$ cat src/hdl/ckd_pkg.sv
`default_nettype none
package ckd_pkg;

    localparam int HEADS_PER_CYLINDER = 15;
    localparam int TRACK_BYTES        = 65536;
    localparam int MAX_RECORDS        = 62;
    localparam int PAD_RECORDS        = 12;

    localparam logic [16:0] BLANK_DATA    = 17'd4096;
    localparam logic [16:0] HDR_BYTES     = 17'd16;
    localparam logic [16:0] REC_HDR_BYTES = 17'd8;
    localparam logic [16:0] FENCE_BYTES   = 17'd12;
    localparam logic [7:0]  FENCE_VALUE   = 8'hFF;

    typedef enum logic [2:0] {
        RK_TRACK_HDR = 3'd0,
        RK_REC_HDR   = 3'd1,
        RK_PAYLOAD   = 3'd2,
        RK_TRACK_END = 3'd3,
        RK_BLANK_REC = 3'd4,
        RK_ERROR     = 3'd5,
        RK_DONE      = 3'd6
    } result_kind_t;

    typedef enum logic [2:0] {
        PH_COUNT     = 3'd0,
        PH_KEYRUN    = 3'd1,
        PH_DATARUN   = 3'd2,
        PH_KEYBYTES  = 3'd3,
        PH_DATABYTES = 3'd4,
        PH_HALT      = 3'd5
    } phase_t;

    // Sequencer states; the first is where items are taken.
    typedef enum logic [3:0] {
        ST_IDLE,
        ST_TRK_HDR,
        ST_REC_ADV,
        ST_REC_RD,
        ST_REC_CHK,
        ST_PAD_HDR,
        ST_PAD_REC,
        ST_PAD_END,
        ST_OUT
    } seq_state_t;

    typedef struct packed {
        logic [0:0] item_kind;
        logic [7:0] stream_byte;
    } in_item_t;

    typedef struct packed {
        logic [2:0]  result_kind;
        logic [15:0] cylinder;
        logic [3:0]  head;
        logic [7:0]  record_number;
        logic [7:0]  key_length;
        logic [15:0] data_length;
        logic [7:0]  byte_value;
        logic [15:0] track_offset;
        logic [0:0]  last_of_step;
    } out_item_t;

endpackage
`default_nettype wire

$ cat src/hdl/ckd_track_image_decoder.sv
`default_nettype none
// Decodes a run-length coded count-key-data image one item at a time.
// Input channel in_valid/in_ready carries in_item: a stream byte or an
// end-of-stream mark. Output channel out_valid/out_ready carries out_item.
// The single configuration register total_cylinders is written through
// cfg_we/cfg_wdata; the user must write it only while the block is idle,
// as the block does not enforce it. Reset value is one cylinder. Run
// descriptors sit in two 64-entry synchronous RAMs (key and data).
// A payload byte is accepted and its result presented from the output
// register; a byte that closes its record also passes through ST_OUT.
// Each record header passes through three steps (advance, RAM read,
// check). A blank pad track emits 14 items. A track header is built
// in ST_TRK_HDR after the last run byte is taken, then presented from
// the output register. Results wait in the output register while out_ready
// is low and no further item is taken meanwhile.
// Reset returns the block to waiting for a record count at track zero;
// RAM contents are not cleared since every entry is written before read.
// The track index is split into cylinder and head by a running counter
// pair, so no divider is needed.
module ckd_track_image_decoder #(
    parameter int HEADS_PER_CYLINDER = ckd_pkg::HEADS_PER_CYLINDER,
    parameter int TRACK_BYTES        = ckd_pkg::TRACK_BYTES,
    parameter int MAX_RECORDS        = ckd_pkg::MAX_RECORDS,
    parameter int PAD_RECORDS        = ckd_pkg::PAD_RECORDS
) (
    input  wire logic              clk,
    input  wire logic              rst_n,
    input  wire logic              in_valid,
    output logic                   in_ready,
    input  wire ckd_pkg::in_item_t in_item,
    output logic                   out_valid,
    input  wire logic              out_ready,
    output ckd_pkg::out_item_t     out_item,
    input  wire logic              cfg_we,
    input  wire logic [15:0]       cfg_wdata
);

    localparam int HW = $clog2(HEADS_PER_CYLINDER + 1);
    localparam logic [17:0] TRACK_LIM = 18'(TRACK_BYTES);
    localparam logic [16:0] PAD_STRIDE = ckd_pkg::REC_HDR_BYTES + ckd_pkg::BLANK_DATA;
    localparam logic        PAD_FITS = (32'(ckd_pkg::HDR_BYTES)
        + 32'(PAD_RECORDS) * 32'(PAD_STRIDE) + 32'(ckd_pkg::FENCE_BYTES))
        <= 32'(TRACK_BYTES);

    // Memories: key run = {run, klen}, data run = {run, dlen}.
    logic [15:0] key_mem [64];
    logic [23:0] data_mem [64];
    logic        key_we, data_we;
    logic [5:0]  key_wa, data_wa, key_ra, data_ra;
    logic [15:0] key_wd, key_rd;
    logic [23:0] data_wd, data_rd;

    always_ff @(posedge clk)
    begin
        if (key_we)
        begin
            key_mem[key_wa] <= key_wd;
        end
        key_rd <= key_mem[key_ra];
    end

    always_ff @(posedge clk)
    begin
        if (data_we)
        begin
            data_mem[data_wa] <= data_wd;
        end
        data_rd <= data_mem[data_ra];
    end

    ckd_pkg::seq_state_t st_reg, st_next;
    ckd_pkg::phase_t ph_reg, ph_next;
    logic [15:0] tcyl_reg, tcyl_next;
    logic [7:0]  rec_cnt_reg, rec_cnt_next;
    logic [6:0]  run_count_reg, run_count_next;
    logic [7:0]  run_total_reg, run_total_next;
    logic [1:0]  bif_reg, bif_next;
    logic [7:0]  run_hi_reg, run_hi_next;
    logic [7:0]  mid_reg, mid_next;
    logic [5:0]  kidx_reg, kidx_next, didx_reg, didx_next;
    logic [7:0]  kleft_reg, kleft_next, dleft_reg, dleft_next;
    logic [7:0]  cur_rec_reg, cur_rec_next;
    logic [7:0]  kbytes_reg, kbytes_next;
    logic [15:0] dbytes_reg, dbytes_next;
    logic [16:0] woff_reg, woff_next;
    logic [19:0] track_reg, track_next;
    logic [15:0] cyl_reg, cyl_next;
    logic [HW-1:0] head_reg, head_next;
    logic        first_reg, first_next;
    logic        knew_reg, knew_next, dnew_reg, dnew_next;
    logic [3:0]  pad_i_reg, pad_i_next;
    ckd_pkg::out_item_t ob_reg, ob_next;
    logic        ov_reg, ov_next;
    ckd_pkg::seq_state_t ret_reg, ret_next;

    logic [17:0] need;
    logic [7:0]  k_len;
    logic [15:0] d_len;
    logic [8:0]  tot_sum;
    logic [7:0]  tot_sat;
    logic [35:0] pad_total;

    assign in_ready  = (st_reg == ckd_pkg::ST_IDLE) && !ov_reg;
    assign out_valid = ov_reg;
    assign out_item  = ob_reg;

    assign k_len = key_rd[7:0];
    assign d_len = data_rd[15:0];
    assign need = 18'(woff_reg) + 18'(ckd_pkg::REC_HDR_BYTES) + 18'(k_len) + 18'(d_len)
        + 18'(ckd_pkg::FENCE_BYTES);
    assign pad_total = 36'(tcyl_reg) * 36'(HEADS_PER_CYLINDER);

    function automatic ckd_pkg::out_item_t mk(input logic [2:0] kind,
        input logic loc, input logic [15:0] cyl, input logic [3:0] hd,
        input logic [7:0] rec, input logic [7:0] kl, input logic [15:0] dl,
        input logic [7:0] val, input logic [15:0] off, input logic last);
        ckd_pkg::out_item_t r;
        r.result_kind   = kind;
        r.cylinder      = loc ? cyl : 16'd0;
        r.head          = loc ? hd : 4'd0;
        r.record_number = rec;
        r.key_length    = kl;
        r.data_length   = dl;
        r.byte_value    = val;
        r.track_offset  = loc ? off : 16'd0;
        r.last_of_step  = last;
        return r;
    endfunction

    always_ff @(posedge clk or negedge rst_n)
    begin
        if (!rst_n)
        begin
            st_reg        <= ckd_pkg::ST_IDLE;
            ph_reg        <= ckd_pkg::PH_COUNT;
            tcyl_reg      <= 16'd1;
            rec_cnt_reg   <= '0;
            run_count_reg <= '0;
            run_total_reg <= '0;
            bif_reg       <= '0;
            run_hi_reg    <= '0;
            mid_reg       <= '0;
            kidx_reg      <= '0;
            didx_reg      <= '0;
            kleft_reg     <= '0;
            dleft_reg     <= '0;
            cur_rec_reg   <= '0;
            kbytes_reg    <= '0;
            dbytes_reg    <= '0;
            woff_reg      <= '0;
            track_reg     <= '0;
            cyl_reg       <= '0;
            head_reg      <= '0;
            first_reg     <= 1'b0;
            knew_reg      <= 1'b0;
            dnew_reg      <= 1'b0;
            pad_i_reg     <= '0;
            ov_reg        <= 1'b0;
            ret_reg       <= ckd_pkg::ST_IDLE;
        end
        else
        begin
            st_reg        <= st_next;
            ph_reg        <= ph_next;
            tcyl_reg      <= tcyl_next;
            rec_cnt_reg   <= rec_cnt_next;
            run_count_reg <= run_count_next;
            run_total_reg <= run_total_next;
            bif_reg       <= bif_next;
            run_hi_reg    <= run_hi_next;
            mid_reg       <= mid_next;
            kidx_reg      <= kidx_next;
            didx_reg      <= didx_next;
            kleft_reg     <= kleft_next;
            dleft_reg     <= dleft_next;
            cur_rec_reg   <= cur_rec_next;
            kbytes_reg    <= kbytes_next;
            dbytes_reg    <= dbytes_next;
            woff_reg      <= woff_next;
            track_reg     <= track_next;
            cyl_reg       <= cyl_next;
            head_reg      <= head_next;
            first_reg     <= first_next;
            knew_reg      <= knew_next;
            dnew_reg      <= dnew_next;
            pad_i_reg     <= pad_i_next;
            ov_reg        <= ov_next;
            ret_reg       <= ret_next;
        end
    end

    always_ff @(posedge clk)
    begin
        ob_reg <= ob_next;
    end

    always_comb
    begin
        st_next        = st_reg;
        ph_next        = ph_reg;
        tcyl_next      = cfg_we ? cfg_wdata : tcyl_reg;
        rec_cnt_next   = rec_cnt_reg;
        run_count_next = run_count_reg;
        run_total_next = run_total_reg;
        bif_next       = bif_reg;
        run_hi_next    = run_hi_reg;
        mid_next       = mid_reg;
        kidx_next      = kidx_reg;
        didx_next      = didx_reg;
        kleft_next     = kleft_reg;
        dleft_next     = dleft_reg;
        cur_rec_next   = cur_rec_reg;
        kbytes_next    = kbytes_reg;
        dbytes_next    = dbytes_reg;
        woff_next      = woff_reg;
        track_next     = track_reg;
        cyl_next       = cyl_reg;
        head_next      = head_reg;
        first_next     = first_reg;
        knew_next      = knew_reg;
        dnew_next      = dnew_reg;
        pad_i_next     = pad_i_reg;
        ob_next        = ob_reg;
        ov_next        = ov_reg;
        ret_next       = ret_reg;
        key_we  = 1'b0;
        data_we = 1'b0;
        key_wa  = run_count_reg[5:0];
        data_wa = run_count_reg[5:0];
        key_wd  = {run_hi_reg, in_item.stream_byte};
        data_wd = {run_hi_reg, mid_reg, in_item.stream_byte};
        key_ra  = kidx_reg;
        data_ra = didx_reg;
        tot_sum = 9'(run_total_reg) + 9'(run_hi_reg);
        tot_sat = tot_sum[8] ? 8'hFF : tot_sum[7:0];

        if (ov_reg && out_ready)
        begin
            ov_next = 1'b0;
        end

        case (st_reg)
            ckd_pkg::ST_IDLE:
            begin
                if (in_valid && in_ready)
                begin
                    if (in_item.item_kind == 1'b1)
                    begin
                        if (ph_reg != ckd_pkg::PH_COUNT)
                        begin
                            ob_next = mk(ckd_pkg::RK_ERROR, 1'b0, '0, '0, '0, '0,
                                '0, '0, '0, 1'b1);
                            ov_next = 1'b1;
                            ph_next = ckd_pkg::PH_HALT;
                        end
                        else if (36'(track_reg) >= pad_total)
                        begin
                            ob_next = mk(ckd_pkg::RK_DONE, 1'b0, '0, '0, '0, '0,
                                '0, '0, '0, 1'b1);
                            ov_next = 1'b1;
                        end
                        else if (!PAD_FITS)
                        begin
                            ob_next = mk(ckd_pkg::RK_ERROR, 1'b0, '0, '0, '0, '0,
                                '0, '0, '0, 1'b1);
                            ov_next = 1'b1;
                            ph_next = ckd_pkg::PH_HALT;
                        end
                        else
                        begin
                            st_next = ckd_pkg::ST_PAD_HDR;
                        end
                    end
                    else
                    begin
                        case (ph_reg)
                            ckd_pkg::PH_COUNT:
                            begin
                                if (in_item.stream_byte > 8'(MAX_RECORDS))
                                begin
                                    ob_next = mk(ckd_pkg::RK_ERROR, 1'b0, '0, '0, '0,
                                        '0, '0, '0, '0, 1'b1);
                                    ov_next = 1'b1;
                                    ph_next = ckd_pkg::PH_HALT;
                                end
                                else
                                begin
                                    rec_cnt_next   = in_item.stream_byte;
                                    run_count_next = '0;
                                    run_total_next = '0;
                                    bif_next       = '0;
                                    if (in_item.stream_byte == 8'd0)
                                    begin
                                        st_next = ckd_pkg::ST_TRK_HDR;
                                    end
                                    else
                                    begin
                                        ph_next = ckd_pkg::PH_KEYRUN;
                                    end
                                end
                            end
                            ckd_pkg::PH_KEYRUN:
                            begin
                                if (bif_reg == 2'd0)
                                begin
                                    run_hi_next = in_item.stream_byte;
                                    bif_next    = 2'd1;
                                end
                                else
                                begin
                                    bif_next = 2'd0;
                                    if (run_hi_reg != 8'd0)
                                    begin
                                        key_we = 1'b1;
                                        if (run_count_reg < 7'd64)
                                        begin
                                            run_count_next = run_count_reg + 7'd1;
                                        end
                                        run_total_next = tot_sat;
                                        if (tot_sat >= rec_cnt_reg)
                                        begin
                                            run_count_next = '0;
                                            run_total_next = '0;
                                            ph_next = ckd_pkg::PH_DATARUN;
                                        end
                                    end
                                end
                            end
                            ckd_pkg::PH_DATARUN:
                            begin
                                if (bif_reg == 2'd0)
                                begin
                                    run_hi_next = in_item.stream_byte;
                                    bif_next    = 2'd1;
                                end
                                else if (bif_reg == 2'd1)
                                begin
                                    mid_next = in_item.stream_byte;
                                    bif_next = 2'd2;
                                end
                                else
                                begin
                                    bif_next = 2'd0;
                                    if (run_hi_reg != 8'd0)
                                    begin
                                        data_we = 1'b1;
                                        if (run_count_reg < 7'd64)
                                        begin
                                            run_count_next = run_count_reg + 7'd1;
                                        end
                                        run_total_next = tot_sat;
                                        if (tot_sat >= rec_cnt_reg)
                                        begin
                                            run_count_next = '0;
                                            run_total_next = '0;
                                            st_next = ckd_pkg::ST_TRK_HDR;
                                        end
                                    end
                                end
                            end
                            ckd_pkg::PH_KEYBYTES, ckd_pkg::PH_DATABYTES:
                            begin
                                ob_next = mk(ckd_pkg::RK_PAYLOAD, 1'b1, cyl_reg,
                                    4'(head_reg), cur_rec_reg, '0, '0,
                                    in_item.stream_byte, woff_reg[15:0], 1'b0);
                                woff_next = woff_reg + 17'd1;
                                if (ph_reg == ckd_pkg::PH_KEYBYTES)
                                begin
                                    kbytes_next = kbytes_reg - 8'd1;
                                    if (kbytes_reg == 8'd1 && dbytes_reg != 16'd0)
                                    begin
                                        ph_next = ckd_pkg::PH_DATABYTES;
                                    end
                                    if (kbytes_reg == 8'd1 && dbytes_reg == 16'd0)
                                    begin
                                        first_next = 1'b0;
                                        ret_next = ckd_pkg::ST_REC_ADV;
                                    end
                                end
                                else
                                begin
                                    dbytes_next = dbytes_reg - 16'd1;
                                    if (dbytes_reg == 16'd1)
                                    begin
                                        first_next = 1'b0;
                                        ret_next = ckd_pkg::ST_REC_ADV;
                                    end
                                end
                                if (ret_next == ckd_pkg::ST_REC_ADV)
                                begin
                                    st_next = ckd_pkg::ST_OUT;
                                end
                                else
                                begin
                                    ob_next.last_of_step = 1'b1;
                                    ov_next = 1'b1;
                                end
                            end
                            default:
                            begin
                            end
                        endcase
                    end
                end
            end
            ckd_pkg::ST_TRK_HDR:
            begin
                // Start a track; also point the reads at run entry zero of both tables.
                if (!ov_reg)
                begin
                    ob_next = mk(ckd_pkg::RK_TRACK_HDR, 1'b1, cyl_reg, 4'(head_reg),
                        '0, '0, '0, '0, '0, 1'b0);
                    ov_next     = 1'b1;
                    woff_next   = ckd_pkg::HDR_BYTES;
                    cur_rec_next = '0;
                    kidx_next   = '0;
                    didx_next   = '0;
                    first_next  = 1'b1;
                    st_next     = ckd_pkg::ST_REC_ADV;
                end
            end
            ckd_pkg::ST_REC_ADV:
            begin
                if (cur_rec_reg >= rec_cnt_reg)
                begin
                    if (!ov_reg)
                    begin
                        ob_next = mk(ckd_pkg::RK_TRACK_END, 1'b1, cyl_reg, 4'(head_reg),
                            '0, '0, '0, ckd_pkg::FENCE_VALUE, woff_reg[15:0], 1'b1);
                        ov_next = 1'b1;
                        ph_next = ckd_pkg::PH_COUNT;
                        woff_next = '0;
                        track_next = track_reg + 20'd1;
                        if (head_reg == HW'(HEADS_PER_CYLINDER - 1))
                        begin
                            head_next = '0;
                            cyl_next = cyl_reg + 16'd1;
                        end
                        else
                        begin
                            head_next = head_reg + HW'(1);
                        end
                        if (track_reg == 20'hFFFFF)
                        begin
                            head_next = '0;
                            cyl_next = '0;
                        end
                        st_next = ckd_pkg::ST_IDLE;
                    end
                end
                else
                begin
                    knew_next = first_reg;
                    dnew_next = first_reg;
                    if (!first_reg)
                    begin
                        if (kleft_reg != 8'd0)
                        begin
                            kleft_next = kleft_reg - 8'd1;
                        end
                        else
                        begin
                            kidx_next = kidx_reg + 6'd1;
                            knew_next = 1'b1;
                        end
                        if (dleft_reg != 8'd0)
                        begin
                            dleft_next = dleft_reg - 8'd1;
                        end
                        else
                        begin
                            didx_next = didx_reg + 6'd1;
                            dnew_next = 1'b1;
                        end
                    end
                    first_next = 1'b0;
                    cur_rec_next = cur_rec_reg + 8'd1;
                    st_next = ckd_pkg::ST_REC_RD;
                end
            end
            ckd_pkg::ST_REC_RD:
            begin
                // Read issued on kidx/didx this cycle; data valid next.
                st_next = ckd_pkg::ST_REC_CHK;
            end
            ckd_pkg::ST_REC_CHK:
            begin
                if (!ov_reg)
                begin
                    if (knew_reg)
                    begin
                        kleft_next = key_rd[15:8] - 8'd1;
                    end
                    if (dnew_reg)
                    begin
                        dleft_next = data_rd[23:16] - 8'd1;
                    end
                    ov_next = 1'b1;
                    if (need > TRACK_LIM)
                    begin
                        ob_next = mk(ckd_pkg::RK_ERROR, 1'b0, '0, '0, '0, '0,
                            '0, '0, '0, 1'b1);
                        ph_next = ckd_pkg::PH_HALT;
                        st_next = ckd_pkg::ST_IDLE;
                    end
                    else
                    begin
                        ob_next = mk(ckd_pkg::RK_REC_HDR, 1'b1, cyl_reg, 4'(head_reg),
                            cur_rec_reg, k_len, d_len, '0, woff_reg[15:0], 1'b0);
                        woff_next = woff_reg + ckd_pkg::REC_HDR_BYTES;
                        kbytes_next = k_len;
                        dbytes_next = d_len;
                        if (k_len != 8'd0)
                        begin
                            ph_next = ckd_pkg::PH_KEYBYTES;
                            ob_next.last_of_step = 1'b1;
                            st_next = ckd_pkg::ST_IDLE;
                        end
                        else if (d_len != 16'd0)
                        begin
                            ph_next = ckd_pkg::PH_DATABYTES;
                            ob_next.last_of_step = 1'b1;
                            st_next = ckd_pkg::ST_IDLE;
                        end
                        else
                        begin
                            st_next = ckd_pkg::ST_REC_ADV;
                        end
                    end
                end
            end
            ckd_pkg::ST_OUT:
            begin
                // Payload byte that also closes its record.
                if (!ov_reg)
                begin
                    ov_next = 1'b1;
                    st_next = ret_reg;
                    ret_next = ckd_pkg::ST_IDLE;
                end
            end
            ckd_pkg::ST_PAD_HDR:
            begin
                if (!ov_reg)
                begin
                    ob_next = mk(ckd_pkg::RK_TRACK_HDR, 1'b1, cyl_reg, 4'(head_reg),
                        '0, '0, '0, '0, '0, 1'b0);
                    ov_next = 1'b1;
                    woff_next = ckd_pkg::HDR_BYTES;
                    pad_i_next = 4'd1;
                    st_next = ckd_pkg::ST_PAD_REC;
                end
            end
            ckd_pkg::ST_PAD_REC:
            begin
                if (!ov_reg)
                begin
                    ob_next = mk(ckd_pkg::RK_BLANK_REC, 1'b1, cyl_reg, 4'(head_reg),
                        8'(pad_i_reg), '0, ckd_pkg::BLANK_DATA[15:0], '0,
                        woff_reg[15:0], 1'b0);
                    ov_next = 1'b1;
                    woff_next = woff_reg + PAD_STRIDE;
                    pad_i_next = pad_i_reg + 4'd1;
                    if (pad_i_reg == 4'(PAD_RECORDS))
                    begin
                        rec_cnt_next = '0;
                        cur_rec_next = '0;
                        st_next = ckd_pkg::ST_PAD_END;
                    end
                end
            end
            ckd_pkg::ST_PAD_END:
            begin
                // Closes through the common track end path.
                st_next = ckd_pkg::ST_REC_ADV;
            end
            default:
            begin
                st_next = ckd_pkg::ST_IDLE;
            end
        endcase
    end

`ifndef SYNTHESIS
    a_no_take_busy: assert property (@(posedge clk) disable iff (!rst_n)
        (st_reg != ckd_pkg::ST_IDLE) |-> !in_ready)
        else $error("item taken while sequencer busy");
    a_out_hold: assert property (@(posedge clk) disable iff (!rst_n)
        (out_valid && !out_ready) |=> (out_valid && $stable(out_item)))
        else $error("result changed while stalled");
    a_halt_sticky: assert property (@(posedge clk) disable iff (!rst_n)
        (ph_reg == ckd_pkg::PH_HALT) |=> (ph_reg == ckd_pkg::PH_HALT))
        else $error("left halt without reset");
    a_head_range: assert property (@(posedge clk) disable iff (!rst_n)
        head_reg < HW'(HEADS_PER_CYLINDER))
        else $error("head counter out of range");
`endif

endmodule
`default_nettype wire
$ cat config.mk
export PLATFORM = sky130hd
export DESIGN_NAME = ckd_track_image_decoder
export DESIGN_NICKNAME = d
export VERILOG_FILES = /design/src/hdl/ckd_pkg.sv /design/src/hdl/ckd_track_image_decoder.sv
export SDC_FILE = /design/constraint.sdc
export NUM_CORES = 2
export LEC_CHECK = 0
export ABC_AREA = 1
export BUFFER_PORTS_ARGS = -buffer_cell sky130_fd_sc_hd__buf_2
export CAP_MARGIN = 25
export CORE_AREA = 2 2 517 519
export CTS_BUF_LIST = sky130_fd_sc_hd__clkbuf_4
export CTS_CLUSTER_SIZE = 8
export DETAILED_ROUTE_END_ITERATION = 7
export DIE_AREA = 0 0 519 521
export HOLD_SLACK_MARGIN = 0.02
export PLACE_DENSITY = 0.67
export SYNTH_ARGS = -nofsm -noshare
export SYNTH_HDL_FRONTEND = slang
export SYNTH_SLANG_ARGS = --single-unit
$ cat constraint.sdc
create_clock -name clk -period 9.55 [get_ports clk]
set_clock_uncertainty 0.1 [all_clocks]
set_input_delay 0.4775 -clock clk [delete_from_list [all_inputs] [get_ports clk]]
set_output_delay 0.4775 -clock clk [all_outputs]
set_load 0.05 [all_outputs]
==> flow_summary.toml <==
[outcome]
status = "finished clean"

[global_route]
grt-ovfl-total = 0
grt_max_degree = 226
grt_pass1_vias = 81900
antenna_found_initial = 14
track_usage = 0.255
grt_pass1_wl_um = 520000

[timing]
relSlewSlack = 0.278
final-max-slew-violation-count = 0
fmax_mhz = 161
hold_ws_ns = 0.126
hold_viol = 0
setup_viol = 0
tightest_slew_ns = 1.08
fin_crit_sh = 0.648
finalCriticalPeriod_ns = 6.19
finalSetupTns_ns = 0
rsz0062_at_grt = "false"

[placed_design]
hpwlAfterDp_um = 200000
gp_congestion = 0.893
io_buffers = 111

[setup_path]
crit_arrival_ns = 7.18
start_kind = "flop"
setup.worst_path.start = "tcyl_reg[0]"
cp_max_fo = 42
path_cells = "fa_1 -> fa_1 -> fa_1 -> nand3_1 -> nand2_1 -> a21boi_0 -> o21ai_0 -> a21boi_0 -> o21ai_0 -> nand3_1 -> nand2_1 -> xnor2_1 -> ha_1 -> nand4_1 -> nor2_1 -> nand4_1 -> nand4_1 -> nor2_1 -> a211oi_4 -> buf_4 -> buf_12"
r2r-start = "tcyl_reg[0]"
cp.required_ns = 10.54
path_class = "reg2reg"
max_stage_delay_ns = 0.57
end_kind = "flop"
cp_slowest_cell = "dfstp_2"

[cells_and_area]
largest-register = "data_mem"
layout_commonest_cell = "edfxtp_1"
drive_gt1_frac = 0.159
final_nets = 10300
num-fill-cells = 22700
final_cell_mix = "2640 x edfxtp_1, 1518 x nor2_1, 1454 x o21ai_0, 1073 x clkbuf_4, 874 x nand2_1"
multiInputGateArea_um2 = 30300
seq_area_um2 = 85000
largest_reg_flops = 1536
syn_to_final_growth_pct = 12.7

[drt]
ant_nets = 0
drt_iter0_drc = 10300
drc_errors = 0
post_drt_wl_per_cell_um = 24.9
routed_wl_um = 353000
vias_per_cell = 5.89
drt-pass1-iter-count = 6
num_vias = 83500

[yosys]
ys_warn_count = 0
synth_edf_count = 2640
ys_types = 69
syn_area_per_cell_um2 = 12.4
synth_area_um2 = 119000
ys_seq_area_frac = 0.716
synthFlopType = "edfxtp_1"
yosys_register_bits = 2873
synthArstFlopShare = 0.0672
synthCells = 9573
synth_nets = 9767

[power_and_ir_drop]
total_power_uw = 35100
power.density_nw_per_um2 = 262
p_leak_uw = 0.0452
peakVddDrop_v = 0.000247

[floorplanning]
fp.dieW_um = 519
dieArea_um2 = 270000
die_h_um = 521
rows = 189
pin_count = 112
start_util = 0.449
core-area_um2 = 264000

[clock_tree]
cts-root-buf = "clkbuf_4"
cts_tree = "done"
post-cts-setup-buffers = 0
clock_sinks = 2873
cts_buffer_depth = 4
holdBufCountCts = 93
cts_buffers = 732
clk_latency_ns = 1.48
cts_resized = 0
clk_pin_slew_worst_paths_ns = 0.06
htree_levels = 6

[hold_path]
hold_start = "in_item[3]"
min_path_type = "in2reg"

[job]
maxCapViolCount = 0
where the power goes:
part	internal [uW]	switching, uW	total [uW]
clock	5310	4830	10100
combinational	2450	6960	9420
sequential	14900	627	15500
total	22700	12400	35100
final timing paths:
check | end | slack [ns] | cells past startpoint
setup / recovery | out_item[50] | 3.36 | 21
hold / removal | run_hi_reg[3] | 0.13 | 4
setup reg to reg | out_item[50] | 3.36 | 21
hold reg to reg | cyl_reg[13] | 0.39 | 1
max in group asynchronous | run_hi_reg[5] | 7.24 | 7
min in group asynchronous | tcyl_reg[7] | 0.63 | 5
cells by family (layout without fill, tap and decap cells):
kind of cell	after synthesis	in the layout	synth area share
AND/OR/NAND/NOR	3091	3091	0.109
flip-flops	2873	2873	0.716
AO/OA/AOI/OAI	2412	2412	0.118
buffers and inverters	955	2004	0.0316
adder cells (fa/ha/maj)	164	164	0.0198
XOR/XNOR	73	73	0.00539
multiplexers	5	5	0.000432
other	0	13	0
worst max-delay path, delay by kind of cell, from the launching register on:
family / cells / cell delay, ns
AO/OA/AOI/OAI: 5 / 1.24
XOR/XNOR: 1 / 0.15
adder cells (fa/ha/maj): 4 / 1.77
buffers and inverters: 2 / 0.81
flip-flops: 1 / 0.57
AND/OR/NAND/NOR: 9 / 1.09
cells in the mapped netlist (39+ instances only):
| master | number | area (um2) |
|---|---|---|
| edfxtp_1 | 2640 | 79300 |
| nor2_1 | 1601 | 6010 |
| o21ai_0 | 1454 | 7280 |
| nand2_1 | 874 | 3280 |
| clkbuf_1 | 528 | 1980 |
| o22ai_1 | 409 | 2560 |
| inv_1 | 320 | 1200 |
| o221ai_1 | 248 | 2170 |
| nand3_1 | 240 | 1200 |
| nand4_1 | 210 | 1310 |
| dfrtp_1 | 192 | 4800 |
| ha_1 | 125 | 1560 |
| a21oi_1 | 114 | 571 |
| nor3_1 | 82 | 410 |
| o211ai_1 | 78 | 586 |
| xor2_1 | 45 | 394 |
| buf_2 | 41 | 205 |
| dfxtp_1 | 40 | 801 |
| fa_1 | 39 | 781 |
cell type report:
cell class	instances	share of cell area
antenna	13	0.000243
clock buffer	1073	0.0602
clock inverter	132	0.00581
inverter	351	0.0101
multi-input combinational	5745	0.226
sequential	2873	0.635
tap	3533	0.0330
timing repair buffer	448	0.0289
metal layers:
metal,GRT usage,part of all wire,vias up
met5,0,0.00013,-
met4,0.104,0.036,6
met3,0.0634,0.11,691
met2,0.406,0.47,4663
met1,0.335,0.38,41200
li1,-,-,36900
through the flow:
step / cells / utilization / worst slack, ns / instance area, um2
2_1_floorplan: 9573 / - / 1.76 / 119000
3_3_place_gp: 12800 / 0.467 / 3.38 / 123000
3_5_place_dp: 12800 / 0.468 / 3.32 / 124000
4_1_cts: 14100 / 0.505 / 3.14 / 134000
5_1_grt: 14200 / 0.506 / 2.84 / 134000
6_report: 14200 / 0.506 / 3.36 / 134000
Note: power is estimated with default switching activity, not from simulation.
